**src/design/round_robin_quantum_scheduler_unit_assert.svh**
```systemverilog
// ---------------------------------------------------------------------------
// Assertion macros for the round-robin quantum scheduler.
// ---------------------------------------------------------------------------
`ifndef ROUND_ROBIN_QUANTUM_SCHEDULER_UNIT_ASSERT_SVH
`define ROUND_ROBIN_QUANTUM_SCHEDULER_UNIT_ASSERT_SVH

// Same-cycle implication, checked outside reset.
`define RRQS_ASSERT_NOW(label, clk, rst_n, ante, cons, msg) \
  label: assert property (@(posedge clk) disable iff (!rst_n) (ante) |-> (cons)) \
    else $error(msg);

// Next-cycle implication, checked outside reset.
`define RRQS_ASSERT_NEXT(label, clk, rst_n, ante, cons, msg) \
  label: assert property (@(posedge clk) disable iff (!rst_n) (ante) |=> (cons)) \
    else $error(msg);

`endif

```
**src/design/rrqs_pkg.sv**
```systemverilog
// ---------------------------------------------------------------------------
// rrqs_pkg
// Shared constants and types of the round-robin quantum scheduler.
// ---------------------------------------------------------------------------
package rrqs_pkg;

  localparam int unsigned QUEUE_DEPTH = 16;
  localparam int unsigned PTR_W       = $clog2(QUEUE_DEPTH);
  localparam int unsigned CNT_W       = $clog2(QUEUE_DEPTH + 1);

  localparam int unsigned ID_W  = 8;
  localparam int unsigned REM_W = 16;
  localparam int unsigned QNT_W = 8;
  localparam int unsigned EV_W  = 3;
  localparam int unsigned QC_W  = 5;

  localparam logic [QNT_W-1:0] QUANTUM_RESET = 8'd2;

  localparam logic KIND_ARRIVAL = 1'b0;
  localparam logic KIND_TICK    = 1'b1;

  typedef enum logic [EV_W-1:0] {
    EV_IDLE       = 3'd0,
    EV_DISPATCHED = 3'd1,
    EV_RAN        = 3'd2,
    EV_FINISHED   = 3'd3,
    EV_PREEMPTED  = 3'd4,
    EV_ACCEPTED   = 3'd5,
    EV_DROPPED    = 3'd6
  } event_e;

  // Request from the step logic to the ready queue.
  typedef struct packed {
    logic             push;
    logic             pop;
    logic [ID_W-1:0]  id;
    logic [REM_W-1:0] rem;
  } fifo_ctrl_t;

  // Status of the ready queue seen by the step logic.
  typedef struct packed {
    logic             full;
    logic             empty;
    logic [ID_W-1:0]  head_id;
    logic [REM_W-1:0] head_rem;
    logic [CNT_W-1:0] count;
    logic [CNT_W-1:0] count_next;
  } fifo_stat_t;

endpackage

```
**src/design/rrqs_fifo.sv**
```systemverilog
// ---------------------------------------------------------------------------
// rrqs_fifo
// Ready queue: circular buffer of job ids and remaining times with a count.
// ---------------------------------------------------------------------------
module rrqs_fifo (
  input  logic                clk_i,
  input  logic                rst_ni,
  input  rrqs_pkg::fifo_ctrl_t ctrl_i,
  output rrqs_pkg::fifo_stat_t stat_o
);

  logic [rrqs_pkg::ID_W-1:0]  ids_q [rrqs_pkg::QUEUE_DEPTH];
  logic [rrqs_pkg::REM_W-1:0] rem_q [rrqs_pkg::QUEUE_DEPTH];

  logic [rrqs_pkg::PTR_W-1:0] head_q, head_d;
  logic [rrqs_pkg::PTR_W-1:0] tail_q, tail_d;
  logic [rrqs_pkg::CNT_W-1:0] count_q, count_d;

  logic [rrqs_pkg::ID_W-1:0]  head_id_q;
  logic [rrqs_pkg::REM_W-1:0] head_rem_q;

  function automatic logic [rrqs_pkg::PTR_W-1:0] next_ptr(
    input logic [rrqs_pkg::PTR_W-1:0] p
  );
    return (p == rrqs_pkg::PTR_W'(rrqs_pkg::QUEUE_DEPTH - 1)) ? '0 : p + 1'b1;
  endfunction

  always_comb begin
    head_d  = head_q;
    tail_d  = tail_q;
    count_d = count_q;
    if (ctrl_i.push) begin
      tail_d  = next_ptr(tail_q);
      count_d = count_q + 1'b1;
    end else if (ctrl_i.pop) begin
      head_d  = next_ptr(head_q);
      count_d = count_q - 1'b1;
    end
  end

  always_ff @(posedge clk_i) begin
    if (ctrl_i.push) begin
      ids_q[tail_q] <= ctrl_i.id;
      rem_q[tail_q] <= ctrl_i.rem;
    end
    // The head entry is read ahead into the head register from the next head pointer. A push into an empty queue
    // lands on the head slot, so its data goes straight to the head register.
    if (ctrl_i.push && (tail_q == head_d)) begin
      head_id_q  <= ctrl_i.id;
      head_rem_q <= ctrl_i.rem;
    end else begin
      head_id_q  <= ids_q[head_d];
      head_rem_q <= rem_q[head_d];
    end
  end

  always_ff @(posedge clk_i or negedge rst_ni) begin
    if (!rst_ni) begin
      head_q  <= '0;
      tail_q  <= '0;
      count_q <= '0;
    end else begin
      head_q  <= head_d;
      tail_q  <= tail_d;
      count_q <= count_d;
    end
  end

  assign stat_o.full       = (count_q == rrqs_pkg::CNT_W'(rrqs_pkg::QUEUE_DEPTH));
  assign stat_o.empty      = (count_q == '0);
  assign stat_o.head_id    = head_id_q;
  assign stat_o.head_rem   = head_rem_q;
  assign stat_o.count      = count_q;
  assign stat_o.count_next = count_d;

endmodule

```
**src/design/rrqs_step.sv**
```systemverilog
// ---------------------------------------------------------------------------
// rrqs_step
// Running-job state and the per-item scheduling decision.
// ---------------------------------------------------------------------------
module rrqs_step (
  input  logic                        clk_i,
  input  logic                        rst_ni,
  input  logic                        fire_i,
  input  logic                        kind_i,
  input  logic [rrqs_pkg::ID_W-1:0]   job_id_i,
  input  logic [rrqs_pkg::REM_W-1:0]  run_time_i,
  input  logic [rrqs_pkg::QNT_W-1:0]  quantum_i,
  input  rrqs_pkg::fifo_stat_t        stat_i,
  output rrqs_pkg::fifo_ctrl_t        ctrl_o,
  output rrqs_pkg::event_e            event_o,
  output logic [rrqs_pkg::ID_W-1:0]   id_o,
  output logic [rrqs_pkg::REM_W-1:0]  rem_o,
  output logic                        run_valid_o
);

  logic                       run_vld_q, run_vld_d;
  logic [rrqs_pkg::ID_W-1:0]  run_id_q, run_id_d;
  logic [rrqs_pkg::REM_W-1:0] run_rem_q, run_rem_d;
  logic [rrqs_pkg::QNT_W-1:0] slice_q, slice_d;

  logic [rrqs_pkg::REM_W-1:0] rem_dec;
  logic [rrqs_pkg::QNT_W-1:0] slice_inc;

  assign rem_dec   = (run_rem_q == '0) ? '0 : run_rem_q - 1'b1;
  assign slice_inc = slice_q + 1'b1;

  always_comb begin
    run_vld_d  = run_vld_q;
    run_id_d   = run_id_q;
    run_rem_d  = run_rem_q;
    slice_d    = slice_q;
    ctrl_o     = '0;
    event_o    = rrqs_pkg::EV_IDLE;
    id_o       = '0;
    rem_o      = '0;
    if (kind_i == rrqs_pkg::KIND_ARRIVAL) begin
      ctrl_o.id  = job_id_i;
      ctrl_o.rem = run_time_i;
      id_o       = job_id_i;
      rem_o      = run_time_i;
      if (!stat_i.full) begin
        ctrl_o.push = fire_i;
        event_o     = rrqs_pkg::EV_ACCEPTED;
      end else begin
        event_o = rrqs_pkg::EV_DROPPED;
      end
    end else if (!run_vld_q) begin
      if (!stat_i.empty) begin
        ctrl_o.pop = fire_i;
        run_vld_d  = 1'b1;
        run_id_d   = stat_i.head_id;
        run_rem_d  = stat_i.head_rem;
        slice_d    = '0;
        event_o    = rrqs_pkg::EV_DISPATCHED;
        id_o       = stat_i.head_id;
        rem_o      = stat_i.head_rem;
      end
    end else begin
      run_rem_d = rem_dec;
      id_o      = run_id_q;
      rem_o     = rem_dec;
      if (rem_dec == '0) begin
        run_vld_d = 1'b0;
        slice_d   = '0;
        event_o   = rrqs_pkg::EV_FINISHED;
      end else if (slice_inc == quantum_i) begin
        // The slice restarts whether or not the requeue finds room.
        slice_d    = '0;
        ctrl_o.id  = run_id_q;
        ctrl_o.rem = rem_dec;
        if (!stat_i.full) begin
          ctrl_o.push = fire_i;
          run_vld_d   = 1'b0;
          event_o     = rrqs_pkg::EV_PREEMPTED;
        end else begin
          event_o = rrqs_pkg::EV_RAN;
        end
      end else begin
        slice_d = slice_inc;
        event_o = rrqs_pkg::EV_RAN;
      end
    end
  end

  always_ff @(posedge clk_i or negedge rst_ni) begin
    if (!rst_ni) begin
      run_vld_q <= 1'b0;
      run_id_q  <= '0;
      run_rem_q <= '0;
      slice_q   <= '0;
    end else if (fire_i) begin
      run_vld_q <= run_vld_d;
      run_id_q  <= run_id_d;
      run_rem_q <= run_rem_d;
      slice_q   <= slice_d;
    end
  end

  assign run_valid_o = run_vld_q;

endmodule

```
**src/design/round_robin_quantum_scheduler_unit.sv**
```systemverilog
// Flow: an accepted item waits in the input register until the step fires, which loads
// the result register; the step is held while the result register is full and stalled;
// every item gives exactly one result.
// Throughput: one item per cycle while the output is not stalled; the step is
// combinational from input register via the ready queue update to the result register.
// Reset clears all control state and sets the quantum to 2; queue storage is not
// cleared and needs no reset pass.
// ---------------------------------------------------------------------------
// round_robin_quantum_scheduler_unit
// Round-robin job scheduler with a configurable time quantum.
// ---------------------------------------------------------------------------
`include "round_robin_quantum_scheduler_unit_assert.svh"

module round_robin_quantum_scheduler_unit (
  input  logic                       clk_i,
  input  logic                       rst_ni,
  input  logic                       cfg_valid_i,
  output logic                       cfg_ready_o,
  input  logic [rrqs_pkg::QNT_W-1:0] time_quantum_i,
  input  logic                       in_valid_i,
  output logic                       in_stall_o,
  input  logic                       kind_i,
  input  logic [rrqs_pkg::ID_W-1:0]  job_id_i,
  input  logic [rrqs_pkg::REM_W-1:0] run_time_i,
  output logic                       out_valid_o,
  input  logic                       out_stall_i,
  output logic [rrqs_pkg::EV_W-1:0]  event_res_o,
  output logic [rrqs_pkg::ID_W-1:0]  job_id_out_o,
  output logic [rrqs_pkg::REM_W-1:0] remaining_out_o,
  output logic [rrqs_pkg::QC_W-1:0]  queue_count_o
);

  logic [rrqs_pkg::QNT_W-1:0] quantum_q;

  logic                       in_vld_q;
  logic                       kind_q;
  logic [rrqs_pkg::ID_W-1:0]  id_q;
  logic [rrqs_pkg::REM_W-1:0] rt_q;

  logic                       out_vld_q;
  rrqs_pkg::event_e           ev_q;
  logic [rrqs_pkg::ID_W-1:0]  oid_q;
  logic [rrqs_pkg::REM_W-1:0] orem_q;
  logic [rrqs_pkg::QC_W-1:0]  oqc_q;

  logic                       step_ok;
  logic                       step_fire;
  logic                       in_take;
  rrqs_pkg::fifo_ctrl_t       fifo_ctrl;
  rrqs_pkg::fifo_stat_t       fifo_stat;
  rrqs_pkg::event_e           step_ev;
  logic [rrqs_pkg::ID_W-1:0]  step_id;
  logic [rrqs_pkg::REM_W-1:0] step_rem;
  logic                       run_valid;

  assign cfg_ready_o = 1'b1;

  always_ff @(posedge clk_i or negedge rst_ni) begin
    if (!rst_ni) begin
      quantum_q <= rrqs_pkg::QUANTUM_RESET;
    end else if (cfg_valid_i && cfg_ready_o) begin
      quantum_q <= time_quantum_i;
    end
  end

  // The registered item steps whenever the result register is free or draining.
  assign step_ok    = !out_vld_q || !out_stall_i;
  assign step_fire  = in_vld_q && step_ok;
  assign in_stall_o = in_vld_q && !step_ok;
  assign in_take    = in_valid_i && !in_stall_o;

  always_ff @(posedge clk_i or negedge rst_ni) begin
    if (!rst_ni) begin
      in_vld_q <= 1'b0;
    end else if (in_take) begin
      in_vld_q <= 1'b1;
    end else if (step_fire) begin
      in_vld_q <= 1'b0;
    end
  end

  always_ff @(posedge clk_i) begin
    if (in_take) begin
      kind_q <= kind_i;
      id_q   <= job_id_i;
      rt_q   <= run_time_i;
    end
  end

  rrqs_fifo u_fifo (
    .clk_i  (clk_i),
    .rst_ni (rst_ni),
    .ctrl_i (fifo_ctrl),
    .stat_o (fifo_stat)
  );

  rrqs_step u_step (
    .clk_i       (clk_i),
    .rst_ni      (rst_ni),
    .fire_i      (step_fire),
    .kind_i      (kind_q),
    .job_id_i    (id_q),
    .run_time_i  (rt_q),
    .quantum_i   (quantum_q),
    .stat_i      (fifo_stat),
    .ctrl_o      (fifo_ctrl),
    .event_o     (step_ev),
    .id_o        (step_id),
    .rem_o       (step_rem),
    .run_valid_o (run_valid)
  );

  always_ff @(posedge clk_i or negedge rst_ni) begin
    if (!rst_ni) begin
      out_vld_q <= 1'b0;
    end else if (step_fire) begin
      out_vld_q <= 1'b1;
    end else if (!out_stall_i) begin
      out_vld_q <= 1'b0;
    end
  end

  always_ff @(posedge clk_i) begin
    if (step_fire) begin
      ev_q   <= step_ev;
      oid_q  <= step_id;
      orem_q <= step_rem;
      oqc_q  <= rrqs_pkg::QC_W'(fifo_stat.count_next);
    end
  end

  assign out_valid_o     = out_vld_q;
  assign event_res_o     = ev_q;
  assign job_id_out_o    = oid_q;
  assign remaining_out_o = orem_q;
  assign queue_count_o   = oqc_q;

  `RRQS_ASSERT_NOW(a_count_in_range, clk_i, rst_ni, 1'b1,
    fifo_stat.count <= rrqs_pkg::CNT_W'(rrqs_pkg::QUEUE_DEPTH), "queue count above depth")
  `RRQS_ASSERT_NOW(a_no_pop_empty, clk_i, rst_ni, fifo_ctrl.pop,
    !fifo_stat.empty && !fifo_ctrl.push, "pop from empty queue or with push")
  `RRQS_ASSERT_NEXT(a_dispatch_runs, clk_i, rst_ni,
    step_fire && step_ev == rrqs_pkg::EV_DISPATCHED, run_valid, "dispatch left no job running")
  `RRQS_ASSERT_NOW(a_finish_zero, clk_i, rst_ni,
    out_vld_q && ev_q == rrqs_pkg::EV_FINISHED, orem_q == '0, "finished job with time left")

endmodule
```
**config.mk**
```make
export PLATFORM = sky130hd
export DESIGN_NAME = round_robin_quantum_scheduler_unit
export DESIGN_NICKNAME = d
export VERILOG_FILES = /design/src/design/rrqs_pkg.sv /design/src/design/rrqs_fifo.sv /design/src/design/rrqs_step.sv /design/src/design/round_robin_quantum_scheduler_unit.sv
export VERILOG_INCLUDE_DIRS = /design/src /design/src/design
export SDC_FILE = /design/constraint.sdc
export NUM_CORES = 1
export LEC_CHECK = 0
export BUFFER_PORTS_ARGS = -buffer_cell sky130_fd_sc_hd__buf_2
export CAP_MARGIN = 20
export CORE_MARGIN = 2
export CORE_UTILIZATION = 40
export DETAILED_ROUTE_END_ITERATION = 8
export GPL_ROUTABILITY_DRIVEN = 0
export PLACE_DENSITY = 0.61
export SYNTH_ARGS = -nofsm -noshare
export SYNTH_HDL_FRONTEND = slang
export SYNTH_SLANG_ARGS = --single-unit
```
**constraint.sdc**
```tcl
create_clock -name clk_i -period 6.6 [get_ports clk_i]
set_clock_uncertainty 0.1 [all_clocks]
set_input_delay 0 -clock clk_i [delete_from_list [all_inputs] [get_ports clk_i]]
set_output_delay 0 -clock clk_i [all_outputs]
set_load 0.05 [all_outputs]
```
# == Word level (Yosys, flattened, before mapping) ==
# Memory sizes are Yosys's and may differ from the RTL's. A register that Yosys moved wholly into a read port is not among the register bits.
# Index checks and enable logic that the tools add are counted.
# word_totals
ff_bits,113
mem_bits_rw,384
input_bits,38
wordCells,97
memories,2
# op_classes
addsub,6
eq_ne,6
mux,49
bitwise,2
n_reduce_logical,15
# memory_table
memory,words,width,rd,rd_ports_with_merged_regs,wr,line,source
u_fifo.rem_q,16,16,1,1,1,rrqs_fifo.sv:13,logic [rrqs_pkg::REM_W-1:0] rem_q [rrqs_pkg::QUEUE_DEPTH];
u_fifo.ids_q,16,8,1,1,1,rrqs_fifo.sv:12,logic [rrqs_pkg::ID_W-1:0] ids_q [rrqs_pkg::QUEUE_DEPTH];
# op_table
operator,count
2-to-1 mux 16 bit,6
2-to-1 mux 24 bit,4
2-to-1 mux 8 bit,7
zero test 16 bit,2
2-to-1 mux 1 bit,20
2-to-1 mux 4 bit,4
subtractor 16 x 1 -> 16 bit (second input constant),1
2-to-1 mux 3 bit,5
2-to-1 mux 5 bit,2
adder 4 x 1 -> 4 bit (second input constant),2
adder 8 x 1 -> 8 bit (second input constant),1
equality test 4 bit (second input constant),2
equality test 8 bit,1
adder 5 x 1 -> 5 bit (second input constant),1
equality test 5 bit (second input constant),1
zero test 5 bit,1
subtractor 5 x 1 -> 5 bit (second input constant),1
zero test 1 bit,4
AND reduction 4 bit,1
logical AND 1 bit,3
AND reduction 3 bit,1
2-to-1 mux 2 bit,1
inequality test 2 x 1 -> 1 bit (second input constant),1
inequality test 2 bit (second input constant),1
other kinds (4),5

# == Depth between registers and ports, before layout ==
# Gate-level depths: netlist (run 1).
# depth
word_depth,10
ltp_mapped,11

# == Cells and area by module ==
# Synthesis (run 1) repeated with hierarchy kept, for this count alone.
# unflattened
cells_unflattened,1181
area_unflattened_um2,20383.3
# by_module_without_submodules
module,instances,cells_per_inst,area_each_um2
rrqs_fifo,1,686,15212.1
rrqs_step,1,411,3029.2
round_robin_quantum_scheduler_unit,1,84,2142.1

# == Least setup slack after synthesis (run 1) ==
# No wires, ideal clock.
# synth_path
kind,reg-to-reg
startpoint,"reg out_vld_q, in the netlist out_valid_o"
endpoint,"mem u_fifo.ids_q[0][0] in the netlist's numbering, enable pin"
setup_ns,0.435
arrival_ns,4.074
slack_ns,1.991
stages_incl_launch_ff,8
path_buffers,0
cell_sequence,dfrtp_1 > nand2_1 > nand2_1 > inv_1 > nand3_1 > a311oi_4 > o21ai_0 > nor3_1
# synth_via
elab_chain_len,10
# synth_rtl
item,line,source
from (decl),round_robin_quantum_scheduler_unit.sv:40,logic out_vld_q;
from (signal assigned),round_robin_quantum_scheduler_unit.sv:115,out_vld_q <= 1'b0;
from (signal assigned),round_robin_quantum_scheduler_unit.sv:117,out_vld_q <= 1'b1;
from (signal assigned),round_robin_quantum_scheduler_unit.sv:119,out_vld_q <= 1'b0;
zero test 1 bit (*),round_robin_quantum_scheduler_unit.sv:67,assign step_ok = !out_vld_q || !out_stall_i;
logical OR 1 bit (*),round_robin_quantum_scheduler_unit.sv:67,
logical AND 1 bit (*),round_robin_quantum_scheduler_unit.sv:68,assign step_fire = in_vld_q && step_ok;
named net step_fire,round_robin_quantum_scheduler_unit.sv:47,logic step_fire;
2-to-1 mux 1 bit (*),"rrqs_step.sv:46, rrqs_step.sv:76",
2-to-1 mux 1 bit,rrqs_step.sv:71,end else if (slice_inc == quantum_i) begin
2-to-1 mux 1 bit,rrqs_step.sv:67,if (rem_dec == '0) begin
2-to-1 mux 1 bit,rrqs_step.sv:52,end else if (!run_vld_q) begin
2-to-1 mux 1 bit (*),rrqs_step.sv:41,if (kind_i == rrqs_pkg::KIND_ARRIVAL) begin
2-to-1 mux 1 bit (*),rrqs_fifo.sv:42,if (ctrl_i.push) begin
2-to-1 mux 1 bit (not written as such) (*),rrqs_fifo.sv:43,ids_q[tail_q] <= ctrl_i.id;
to (decl),rrqs_fifo.sv:12,
# Mark *: on every way through the listed nets, which the timed path passes. The rest lies on a longest branch.

==> results of run 1 <==
worst max-delay path, cell delays in order (launching register included):
cell,delay [ns]
dfrtp_1,0.46
nand4_1,0.20
or3_1,0.41
a2111o_1,0.47
nor4_2,0.67
nand2_1,0.20
nor3_2,0.74
a22o_1,0.61
synth_stat cells (5+ instances only):
library cell,number
edfxtp_1,441
mux4_2,120
nand2_1,76
nor2_1,66
a21oi_1,62
dfrtp_1,55
clkbuf_1,41
o21ai_0,41
nand3_1,23
nor3_1,21
inv_1,18
buf_1,17
xnor2_1,16
o2bb2ai_1,12
a22o_1,11
ha_1,10
mux2_2,9
xor2_1,9
a221oi_1,6
nor4_1,6
nand2b_1,5
cells in the final DEF, fill, tap and decap left out, types with 11 or more instances in the layout:
cell	Yosys	final
nor3_1	21	17
nor2_2	1	14
nand3_1	23	23
a22o_1	11	11
buf_2	4	71
nand2_1	76	76
o21ai_0	41	38
a21oi_1	62	62
dfrtp_1	55	55
clkinv_1	0	12
xnor2_1	16	16
nor2_1	66	53
dlygate4sd3_1	0	54
edfxtp_1	441	441
mux4_2	120	120
clkbuf_16	0	51
o2bb2ai_1	12	12
inv_1	18	17
buf_4	2	39
power by group:
| group | switching, mW | internal (mW) |
|---|---|---|
| clock network | 1.20 | 1.74 |
| logic | 1.30 | 0.944 |
| registers | 0.333 | 3.75 |
per-layer routing:
| metal | vias up | wire length [um] | global-route usage [%] |
|---|---|---|---|
| li1 | 4859 | - | - |
| met1 | 5682 | 21500 | 28.2 |
| met2 | 416 | 21000 | 26.5 |
| met3 | 66 | 4020 | 3.39 |
| met4 | 0 | 932 | 5.07 |
| met5 | - | 0 | 0 |
cell families (layout without fill, tap and decap cells):
kind of cell	after synthesis	in the layout	synth area share [%]
flops	501	501	72.4
fa+ha+maj	10	10	0.615
xor+xnor	25	25	1.08
compound gates	155	155	4.86
buf+inv	85	276	1.70
simple gates	236	236	5.53
other cells	1	1	0.0184
mux	130	130	13.8
layout make-up:
cell class              instances  area [um2]  area share, %
repair buffers                165        1210           5.06
clock inverters                34         390           1.63
flip-flops and latches        501       14700           61.7
clock buffers                  58        1310           5.49
well taps                     672         841           3.52
inverters                      19        71.3          0.299
multi-input cells             557        5330           22.3
worst paths after layout:
kind | startpoint | endpoint | slack, ns | depth (start not counted)
min in group clk_i | run_time_i[15] | rt_q[15]$_DFFE_PP_ | 0.03 | 2
min | rst_ni | u_fifo.count_q[1]$_DFF_PN0_ | 0.03 | 3
max in group asynchronous | rst_ni | u_step.slice_q[3]$_DFFE_PN0P_ | 5.82 | 3
max | u_step.slice_q[3]$_DFFE_PN0P_ | u_fifo.ids_q[1][4]$_DFFE_PP_ | 2.46 | 7
min reg2reg | in_vld_q$_DFFE_PN0P_ | out_valid_o$_DFFE_PN0P_ | 0.40 | 1
max reg2reg | u_step.slice_q[3]$_DFFE_PN0P_ | u_fifo.ids_q[1][4]$_DFFE_PP_ | 2.46 | 7
sequential cells by signal (all words and copies together) (netlist names), named ones only:
register	cells
in_vld_q	1
u_step.run_id_q	8
u_step.slice_q	8
u_fifo.ids_q	128
remaining_out_o	16
u_fifo.head_q	4
job_id_out_o	8
u_step.run_valid_o	1
u_step.run_rem_q	16
quantum_q	8
queue_count_o	5
event_res_o	3
u_fifo.count_q	5
kind_q	1
u_fifo.rem_q	256
rt_q	16
u_fifo.tail_q	4
out_valid_o	1
id_q	8
what timing repair did:
action,in CTS,in global routing
hold buffers,54,0
resized for setup,0,0
endpoints found under the hold margin,94,0
==> impl_metrics.yaml, run 1 <==
grt:
  grt_pass1_wl_mm: 71.4
  grt_usage_pct: 18.3
  grt-ovfl-total: 0
  grt_pass1_vias: 10900
  grt_max_degree: 57
  antenna_found_initial: 1
sta:
  grt_setup_unrepaired: "no"
  clock.fmax_mhz: 241
  fin_crit_sh_pct: 62.8
  slew_headroom_pct: 31.8
  min_period_ns: 4.14
  tightest_slew_ns: 1.02
  finalSetupViolations: 0
  hold_ws_ns: 0.0284
  setup_slack_ns: 2.46
  setup_tns_ns: 0
  hold_viol: 0
  maxSlewViolCount: 0
die:
  initial_core_util_pct: 40.6
  die_h_um: 230
  die_w_um: 230
  dieArea_um2: 52700
  core_area_um2: 50200
  num_io_pins: 73
  rows: 82
logic_synthesis:
  ys_warn_count: 0
  synth_top_area_share_pct: 65.1
  async_reset_ff_share_pct: 11.2
  netlist_area_um2: 20300
  ys.flop_type: "edfxtp_1"
  synth-edff-count: 441
  syn_nets: 1191
  yosys.area.top_type: "edfxtp_1"
  netlist_instances: 1143
  ys_types: 66
  seq_area_frac_synth_pct: 72.4
  ys_top_cells_by_area: "edfxtp_1 (65%), mux4_2 (13%), dfrtp_1 (6.8%)"
  ys_seq_elements: 501
  syn_avg_cell_area_um2: 17.8
cells_and_area:
  nFillCells: 4162
  nets: 1343
  antennaDiodeCount: 0
  fin_util_pct: 47.6
  stdcell_count: 2006
  drive_gt1_share_pct: 26.5
  final_cell_area_um2: 23900
  area_growth_pct: 17.4
placement:
  place_hpwl_mm: 30.1
  dp_cells: 1851
  placed_area_um2: 21600
  pre_cts_ws_ns: 2.40
  io_buffers: 71
cts:
  clk_pin_slew_ns: 0.06
  clockBufferDepth: 3
  cts-htree-levels: 2
  cts_tree: "built"
  cts_buffers: 51
  post_cts_buffers: 0
  clock_sinks: 501
  clock_latency_ns: 0.59
  clockRootBuffer: "clkbuf_16"
critical_path:
  worstSetupStartpointType: "flip-flop"
  worstPathRequired_ns: 6.81
  crit_type: "reg -> reg"
  arrival_ns: 4.35
  worstPathMaxFanout: 16
  worstSetupEndpointType: "flip-flop"
pwr:
  peakVddDrop_mv: 0.213
  p_leak_nw: 7.98
  p_total_mw: 9.27
  powerDensity_nw_per_um2: 388
routing:
  drt_pass1_iterations: 5
  vias_per_cell: 5.50
  drtIter0Drc: 1165
  vias: 11000
  finalWirelength_mm: 47.4
  antenna_left: 0
  drcViolationCount: 0
  wire_per_inst_um: 23.6
run_status:
  status: "completed"
flow_run:
  drv_cap: 0
hold_path:
  hp-class: "in -> async"
No activity file was read; power rests on OpenSTA's default activity.
==> run 2: changes to the inputs <==
--- a/config.mk
+++ b/config.mk
@@ -6,13 +6,14 @@
 export SDC_FILE = /design/constraint.sdc
 export NUM_CORES = 1
 export LEC_CHECK = 0
+export ABC_AREA = 1
 export BUFFER_PORTS_ARGS = -buffer_cell sky130_fd_sc_hd__buf_2
 export CAP_MARGIN = 20
 export CORE_MARGIN = 2
 export CORE_UTILIZATION = 40
 export DETAILED_ROUTE_END_ITERATION = 8
 export GPL_ROUTABILITY_DRIVEN = 0
-export PLACE_DENSITY = 0.61
+export PLACE_DENSITY = 0.63
 export SYNTH_ARGS = -nofsm -noshare
 export SYNTH_HDL_FRONTEND = slang
 export SYNTH_SLANG_ARGS = --single-unit
==> constraint.sdc (replaced) <==
create_clock -name clk_i -period 3.45 [get_ports clk_i]
set_clock_uncertainty 0.1 [all_clocks]
set_input_delay 0 -clock clk_i [delete_from_list [all_inputs] [get_ports clk_i]]
set_output_delay 0 -clock clk_i [all_outputs]
set_load 0.05 [all_outputs]
==> impl_metrics.yaml, run 2 <==
sta:
  setup_slack_ns: 0.0587
  tightest_slew_ns: 0.981
  min_period_ns: 3.39
  fin_crit_sh_pct: 98.3
  maxSlewViolCount: 0
  slew_headroom_pct: 34.6
  grt_setup_unrepaired: "yes"
  clock.fmax_mhz: 295
  hold_viol: 0
  finalSetupViolations: 0
die:
  initial_core_util_pct: 40.4
  core_area_um2: 52300
  die_h_um: 234
  rows: 84
  die_w_um: 234
  num_io_pins: 73
  dieArea_um2: 54700
cts:
  clk_pin_slew_ns: 0.07
  cts-htree-levels: 2
  clockBufferDepth: 3
  post_cts_buffers: 0
  cts_tree: "built"
  cts_buffers: 51
  clockRootBuffer: "clkbuf_16"
  clock_latency_ns: 0.61
  clock_sinks: 501
pwr:
  p_leak_nw: 8.94
  peakVddDrop_mv: 0.370
  powerDensity_nw_per_um2: 628
critical_path:
  critPathBufInv: 0
  worstPathRequired_ns: 3.58
  slowest_stage: "nor2_2"
  reg2reg_to: "u_fifo.rem_q[7][8]$_DFFE_PP_"
  crit_end: "u_fifo.rem_q[7][8]$_DFFE_PP_"
  cpMostUsedCell: "nor2_1"
  worstSetupEndpointType: "flip-flop"
  max_stage_delay_ns: 0.80
  worstReg2RegStart: "u_step.run_rem_q[3]$_DFFE_PN0P_"
  worstPathMaxFanout: 17
  r2r_cells: 13
  cp_cell_sequence: "nor2_1, nand3_1, nand2_1, nand2_1, nor2_1, nor2_1, nand2_1, nor2_1, nand3_2, nand3_2, nand2_4, nand2_8, nor2_2"
  critPathTopFamily: "simple AND/OR/NAND/NOR gates"
  worstSetupStartpointType: "flip-flop"
  cp.depth: 13
  rrSetupSlack_ns: 0.06
  arrival_ns: 3.52
  critical_path.startpoint: "u_step.run_rem_q[3]$_DFFE_PN0P_"
  crit_type: "reg -> reg"
logic_synthesis:
  synthTopCellsByCount: "edfxtp_1 (441), nor2_1 (258), nand2_1 (255), o21ai_0 (236), inv_1 (94)"
  synth_fa_ha_area_share_pct: 0.592
  ys_types: 38
  seq_area_frac_synth_pct: 69.7
  netlist_instances: 1803
  synthMuxAreaShare_pct: 0
  syn_avg_cell_area_um2: 11.7
  synth_xor_area_share_pct: 0.456
  yosysMostFrequentCell: "edfxtp_1"
  ys_top_cells_by_area: "edfxtp_1 (63%), dfrtp_1 (6.5%), o21ai_0 (5.6%)"
  ys.flop_type: "edfxtp_1"
  synth_top_area_share_pct: 62.7
  yosys.area.top_type: "edfxtp_1"
  synth_top_family_by_area: "simple AND/OR/NAND/NOR gates"
  synth-compound-area-share_pct: 12.2
  syn_nets: 1851
  synth-edff-count: 441
  synthSimpleGateAreaFrac_pct: 13.2
  async_reset_ff_share_pct: 11.2
  ys_warn_count: 0
  netlist_area_um2: 21100
  ys_seq_elements: 501
routing:
  finalWirelength_mm: 54.1
  antenna_left: 0
  wire_per_inst_um: 20.3
  vias: 14700
  vias_per_cell: 5.50
  drt_pass1_iterations: 6
  drtIter0Drc: 1540
  drcViolationCount: 0
hold_path:
  min_path_cells: 2
  hp-class: "in -> reg"
cells_and_area:
  drive_gt1_share_pct: 12.8
  regMostFlops: "u_fifo.rem_q"
  area_growth_pct: 18.0
  mostFrequentLayoutCells: "edfxtp_1 (441), nand2_1 (255), nor2_1 (251), o21ai_0 (234), nand3_1 (93)"
  antennaDiodeCount: 0
  nets: 1988
  reg.largest.list: "u_fifo.rem_q x256, u_fifo.ids_q x128"
  largest_reg_flops: 256
  stdcell_count: 2669
  layout_commonest_cell: "edfxtp_1"
placement:
  dp_cells: 2502
  io_buffers: 71
  pre_cts_ws_ns: -0.0932
  place_hpwl_mm: 31.9
grt:
  antenna_found_initial: 0
  grt_max_degree: 193
  grt-ovfl-total: 0
  grt_pass1_vias: 14100
  grt_usage_pct: 19.5
  grt_pass1_wl_mm: 81.5
run_status:
  status: "completed"
flow_run:
  drv_cap: 0
==> run 2: cell count changes after synthesis, moves of 73 or more <==
cell	before	now
o221ai_1	0	73
mux4_2	120	0
nand2_1	76	255
inv_1	18	94
nor2_1	66	258
o21ai_0	41	236
==> run 2: worst min-delay path by stage <==
stage / startpoint / to / slack [ns]
after floorplan: rst_ni / in_vld_q$_DFFE_PN0P_ / -0.40
after global placement: rst_ni / u_step.run_rem_q[8]$_DFFE_PN0P_ / 0.07
after detailed placement: rst_ni / u_step.run_rem_q[8]$_DFFE_PN0P_ / 0.08
after CTS: job_id_i[2] / id_q[2]$_DFFE_PP_ / 0.002
after global routing: run_time_i[15] / rt_q[15]$_DFFE_PP_ / 0.01
final: run_time_i[15] / rt_q[15]$_DFFE_PP_ / 0.02
==> run 2: final cells by class <==
cell class	count	area [um2]
clock buffers	65	1350
flip-flops and latches	501	14700
clock inverters	29	359
well taps	688	861
inverters	101	382
multi-input cells	1097	5700
fillers	4579	27400
repair buffers	188	1540
==> run 2: power by group <==
group / total (mW) / switching (mW) / leakage, nW / internal, mW
Clock: 5.68 / 2.37 / 0.824 / 3.31
Combinational: 2.54 / 1.79 / 3.40 / 0.747
Sequential: 7.42 / 0.298 / 4.72 / 7.13
Total: 15.6 / 4.46 / 8.94 / 11.2
==> run 2: repair_timing <==
| item | 4_1_cts | 5_1_grt |
|---|---|---|
| endpoints found under the hold margin | 84 | 0 |
| resized for setup | 2 | 5 |
| cloned | 0 | 1 |
| hold buffers | 72 | 0 |
| setup endpoints to repair | 269 | 312 |
| pin swaps | 2 | 5 |
==> run 2: logic make-up (layout without fill, tap and decap cells) <==
logic type,count (synthesis),count (layout)
simple gates,660,661
compound gates,414,414
xor+xnor,11,11
flops,501,501
other cells,1,1
fa+ha+maj,10,10
buf+inv,206,383
==> run 2: routing by layer <==
metal,track usage (%),part of all wire [%],up-vias
met3,3.25,6.4,101
li1,-,-,6819
met4,8.19,3.6,0
met1,25.7,42,7177
met2,32.1,48,576
met5,0,0,-
==> run 2: metrics by stage <==
step / area, um2 / util [%] / power, mW / hold slack (ns) / setup TNS, ns
4_1_cts: 24900 / 47.6 / 15.7 / 0.00229 / 0
6_report: 24900 / 47.6 / 15.6 / 0.0191 / 0
3_5_place_dp: 22500 / 42.9 / 9.96 / 0.0781 / -9.73
5_1_grt: 24900 / 47.6 / 16.2 / 0.0147 / -9.27
3_3_place_gp: 22500 / 42.9 / 9.91 / 0.0668 / -0.869
2_1_floorplan: 21100 / - / 9.15 / -0.396 / -19.00
==> run 3: changes to the inputs <==
--- a/config.mk
+++ b/config.mk
@@ -13,6 +13,7 @@
 export CORE_UTILIZATION = 40
 export DETAILED_ROUTE_END_ITERATION = 8
 export GPL_ROUTABILITY_DRIVEN = 0
+export GPL_TIMING_DRIVEN = 0
 export PLACE_DENSITY = 0.63
 export SYNTH_ARGS = -nofsm -noshare
 export SYNTH_HDL_FRONTEND = slang
==> impl_metrics.yaml, run 3 (synthesis gave the netlist of run 2 again) <==
sta:
  min_period_ns: 3.34
  hold_viol: 0
  fin_crit_sh_pct: 96.7
  maxSlewViolCount: 0
  tightest_slew_ns: 1.09
  clock.fmax_mhz: 300
  finalSetupViolations: 0
  grt_setup_unrepaired: "no"
  slew_headroom_pct: 27.3
die:
  dieArea_um2: 54700
  die_h_um: 234
  initial_core_util_pct: 40.4
  rows: 84
  die_w_um: 234
  num_io_pins: 73
  core_area_um2: 52300
cells_and_area:
  layout_commonest_cell: "edfxtp_1"
  nets: 2072
  mostFrequentLayoutCells: "edfxtp_1 (441), nand2_1 (255), nor2_1 (250), o21ai_0 (234), clkbuf_1 (99)"
  nFillCells: 4617
  drive_gt1_share_pct: 11.9
  area_growth_pct: 19.7
  reg.largest.list: "u_fifo.rem_q x256, u_fifo.ids_q x128"
  final_cell_area_um2: 25300
  regMostFlops: "u_fifo.rem_q"
  largest_reg_flops: 256
  antennaDiodeCount: 0
cts:
  clockBufferDepth: 3
  cts-htree-levels: 2
  cts_tree: "built"
  cts_buffers: 51
  clockRootBuffer: "clkbuf_16"
  clk_pin_slew_ns: 0.06
  clock_latency_ns: 0.60
  clock_sinks: 501
grt:
  grt_pass1_wl_mm: 93.3
  grt_pass1_vias: 15200
  antenna_found_initial: 0
  grt-ovfl-total: 0
  grt_usage_pct: 23.1
  grt_max_degree: 39
placement:
  placed_area_um2: 22900
  io_buffers: 71
  place_hpwl_mm: 41.6
critical_path:
  worstPathRequired_ns: 3.63
  worstPathMaxFanout: 21
  crit_type: "reg -> reg"
  worstSetupEndpointType: "flip-flop"
  arrival_ns: 3.52
  worstSetupStartpointType: "flip-flop"
routing:
  finalWirelength_mm: 63.2
  drtIter0Drc: 2043
  drcViolationCount: 0
  vias: 15700
  antenna_left: 0
  wire_per_inst_um: 23.0
  drt_pass1_iterations: 5
  vias_per_cell: 5.72
pwr:
  clkPwrFrac_pct: 33.3
  p_leak_nw: 9.01
  peakVddDrop_mv: 0.351
  intPower_mw: 10.7
  p_sw_share_pct: 29.4
  seq_power_share_pct: 48.8
  powerDensity_nw_per_um2: 601
  p_sw_mw: 4.46
  p_total_mw: 15.2
  power_frac_comb_pct: 17.9
hold_path:
  hp-class: "in -> reg"
flow_run:
  drv_cap: 0
run_status:
  status: "completed"
[run 3: changes by cell type in the layout (fill, tap and decap cells not counted), moves of 5 or more]
cell / before / now
buf_12: 10 / 15
buf_4: 36 / 7
o22ai_2: 10 / 4
buf_16: 0 / 11
clkbuf_1: 13 / 99
dlygate4sd3_1: 71 / 64
o22ai_4: 0 / 8
buf_1: 0 / 6
bufinv_16: 7 / 1
buf_2: 71 / 88
[run 3: final cells by class]
cell class	instances	area [um2]	share of cell area, %
plain buffers	105	440	1.74
flip-flops and latches	501	14700	58.2
multi-input cells	1096	5770	22.8
clock buffers	72	1370	5.40
inverters	101	379	1.50
well taps	688	861	3.40
clock inverters	16	106	0.420
repair buffers	168	1650	6.52
[run 3: path summary, 6_finish.rpt]
kind                                                  from                              end  slack [ns]  depth (start not counted)
max in group asynchronous                           rst_ni  u_step.run_rem_q[5]$_DFFE_PN0P_        1.50                          4
max reg2reg                u_step.run_rem_q[0]$_DFFE_PN0P_     u_fifo.rem_q[1][5]$_DFFE_PP_        0.11                         16
min                                          run_time_i[7]                rt_q[7]$_DFFE_PP_        0.02                          2
min reg2reg                 u_step.run_id_q[7]$_DFFE_PN0P_   u_step.run_id_q[7]$_DFFE_PN0P_        0.39                          2
max                        u_step.run_rem_q[0]$_DFFE_PN0P_     u_fifo.rem_q[1][5]$_DFFE_PP_        0.11                         16
min in group asynchronous                           rst_ni       u_fifo.head_q[2]$_DFF_PN0_        0.44                          4
[run 3: through the flow]
step	hold slack [ns]	util (%)	setup WS [ns]	std cells	TNS, ns
after detailed placement	-0.112	43.8	-0.165	2584	-11.64
final	0.0186	48.3	0.114	2747	0
after CTS	0.00114	48.1	0.0253	2744	0
after global placement	0.0771	42.7	-2.05	2562	-628.58
after floorplan	-0.396	-	-0.132	1803	-19.00
after global routing	0.0301	48.3	0.0160	2747	0
[run 3: power groups by stage]
stage | registers, mW | clock network, mW | logic [mW]
CTS | 7.40 | 5.10 | 2.63
global route | 7.44 | 5.32 | 2.96
finish | 7.41 | 5.06 | 2.72
floorplan | 7.66 | 0 | 1.49
detailed placement | 7.52 | 0 | 2.54
global placement | 7.52 | 0 | 2.38
[run 3: metal layers]
layer / routed length [um] / global-route usage (%)
met5: 0 / 0
met1: 25600 / 31.8
met3: 5630 / 3.54
met2: 29900 / 37.3
met4: 2070 / 7.89
[run 3: worst max-delay path, stage by stage, from the launching register on]
cell	delay, ns
dfrtp_1	0.37
inv_1	0.19
ha_2	0.27
nand2_1	0.08
nor2_2	0.16
nand2_1	0.07
o21ai_0	0.21
nand3_1	0.10
nand2_1	0.07
nor2_1	0.06
nand3_2	0.13
nand3_2	0.14
nand2_4	0.18
nand2_4	0.15
buf_6	0.22
nor2_4	0.22
buf_12	0.24
[run 3: timing repair]
action / in CTS / in global routing
endpoints found under the setup margin: 156 / 406
pin swaps: 8 / 2
buffers inserted: 8 / 2
endpoints found under the hold margin: 119 / 0
hold buffers: 64 / 0
gates resized for setup: 2 / 12
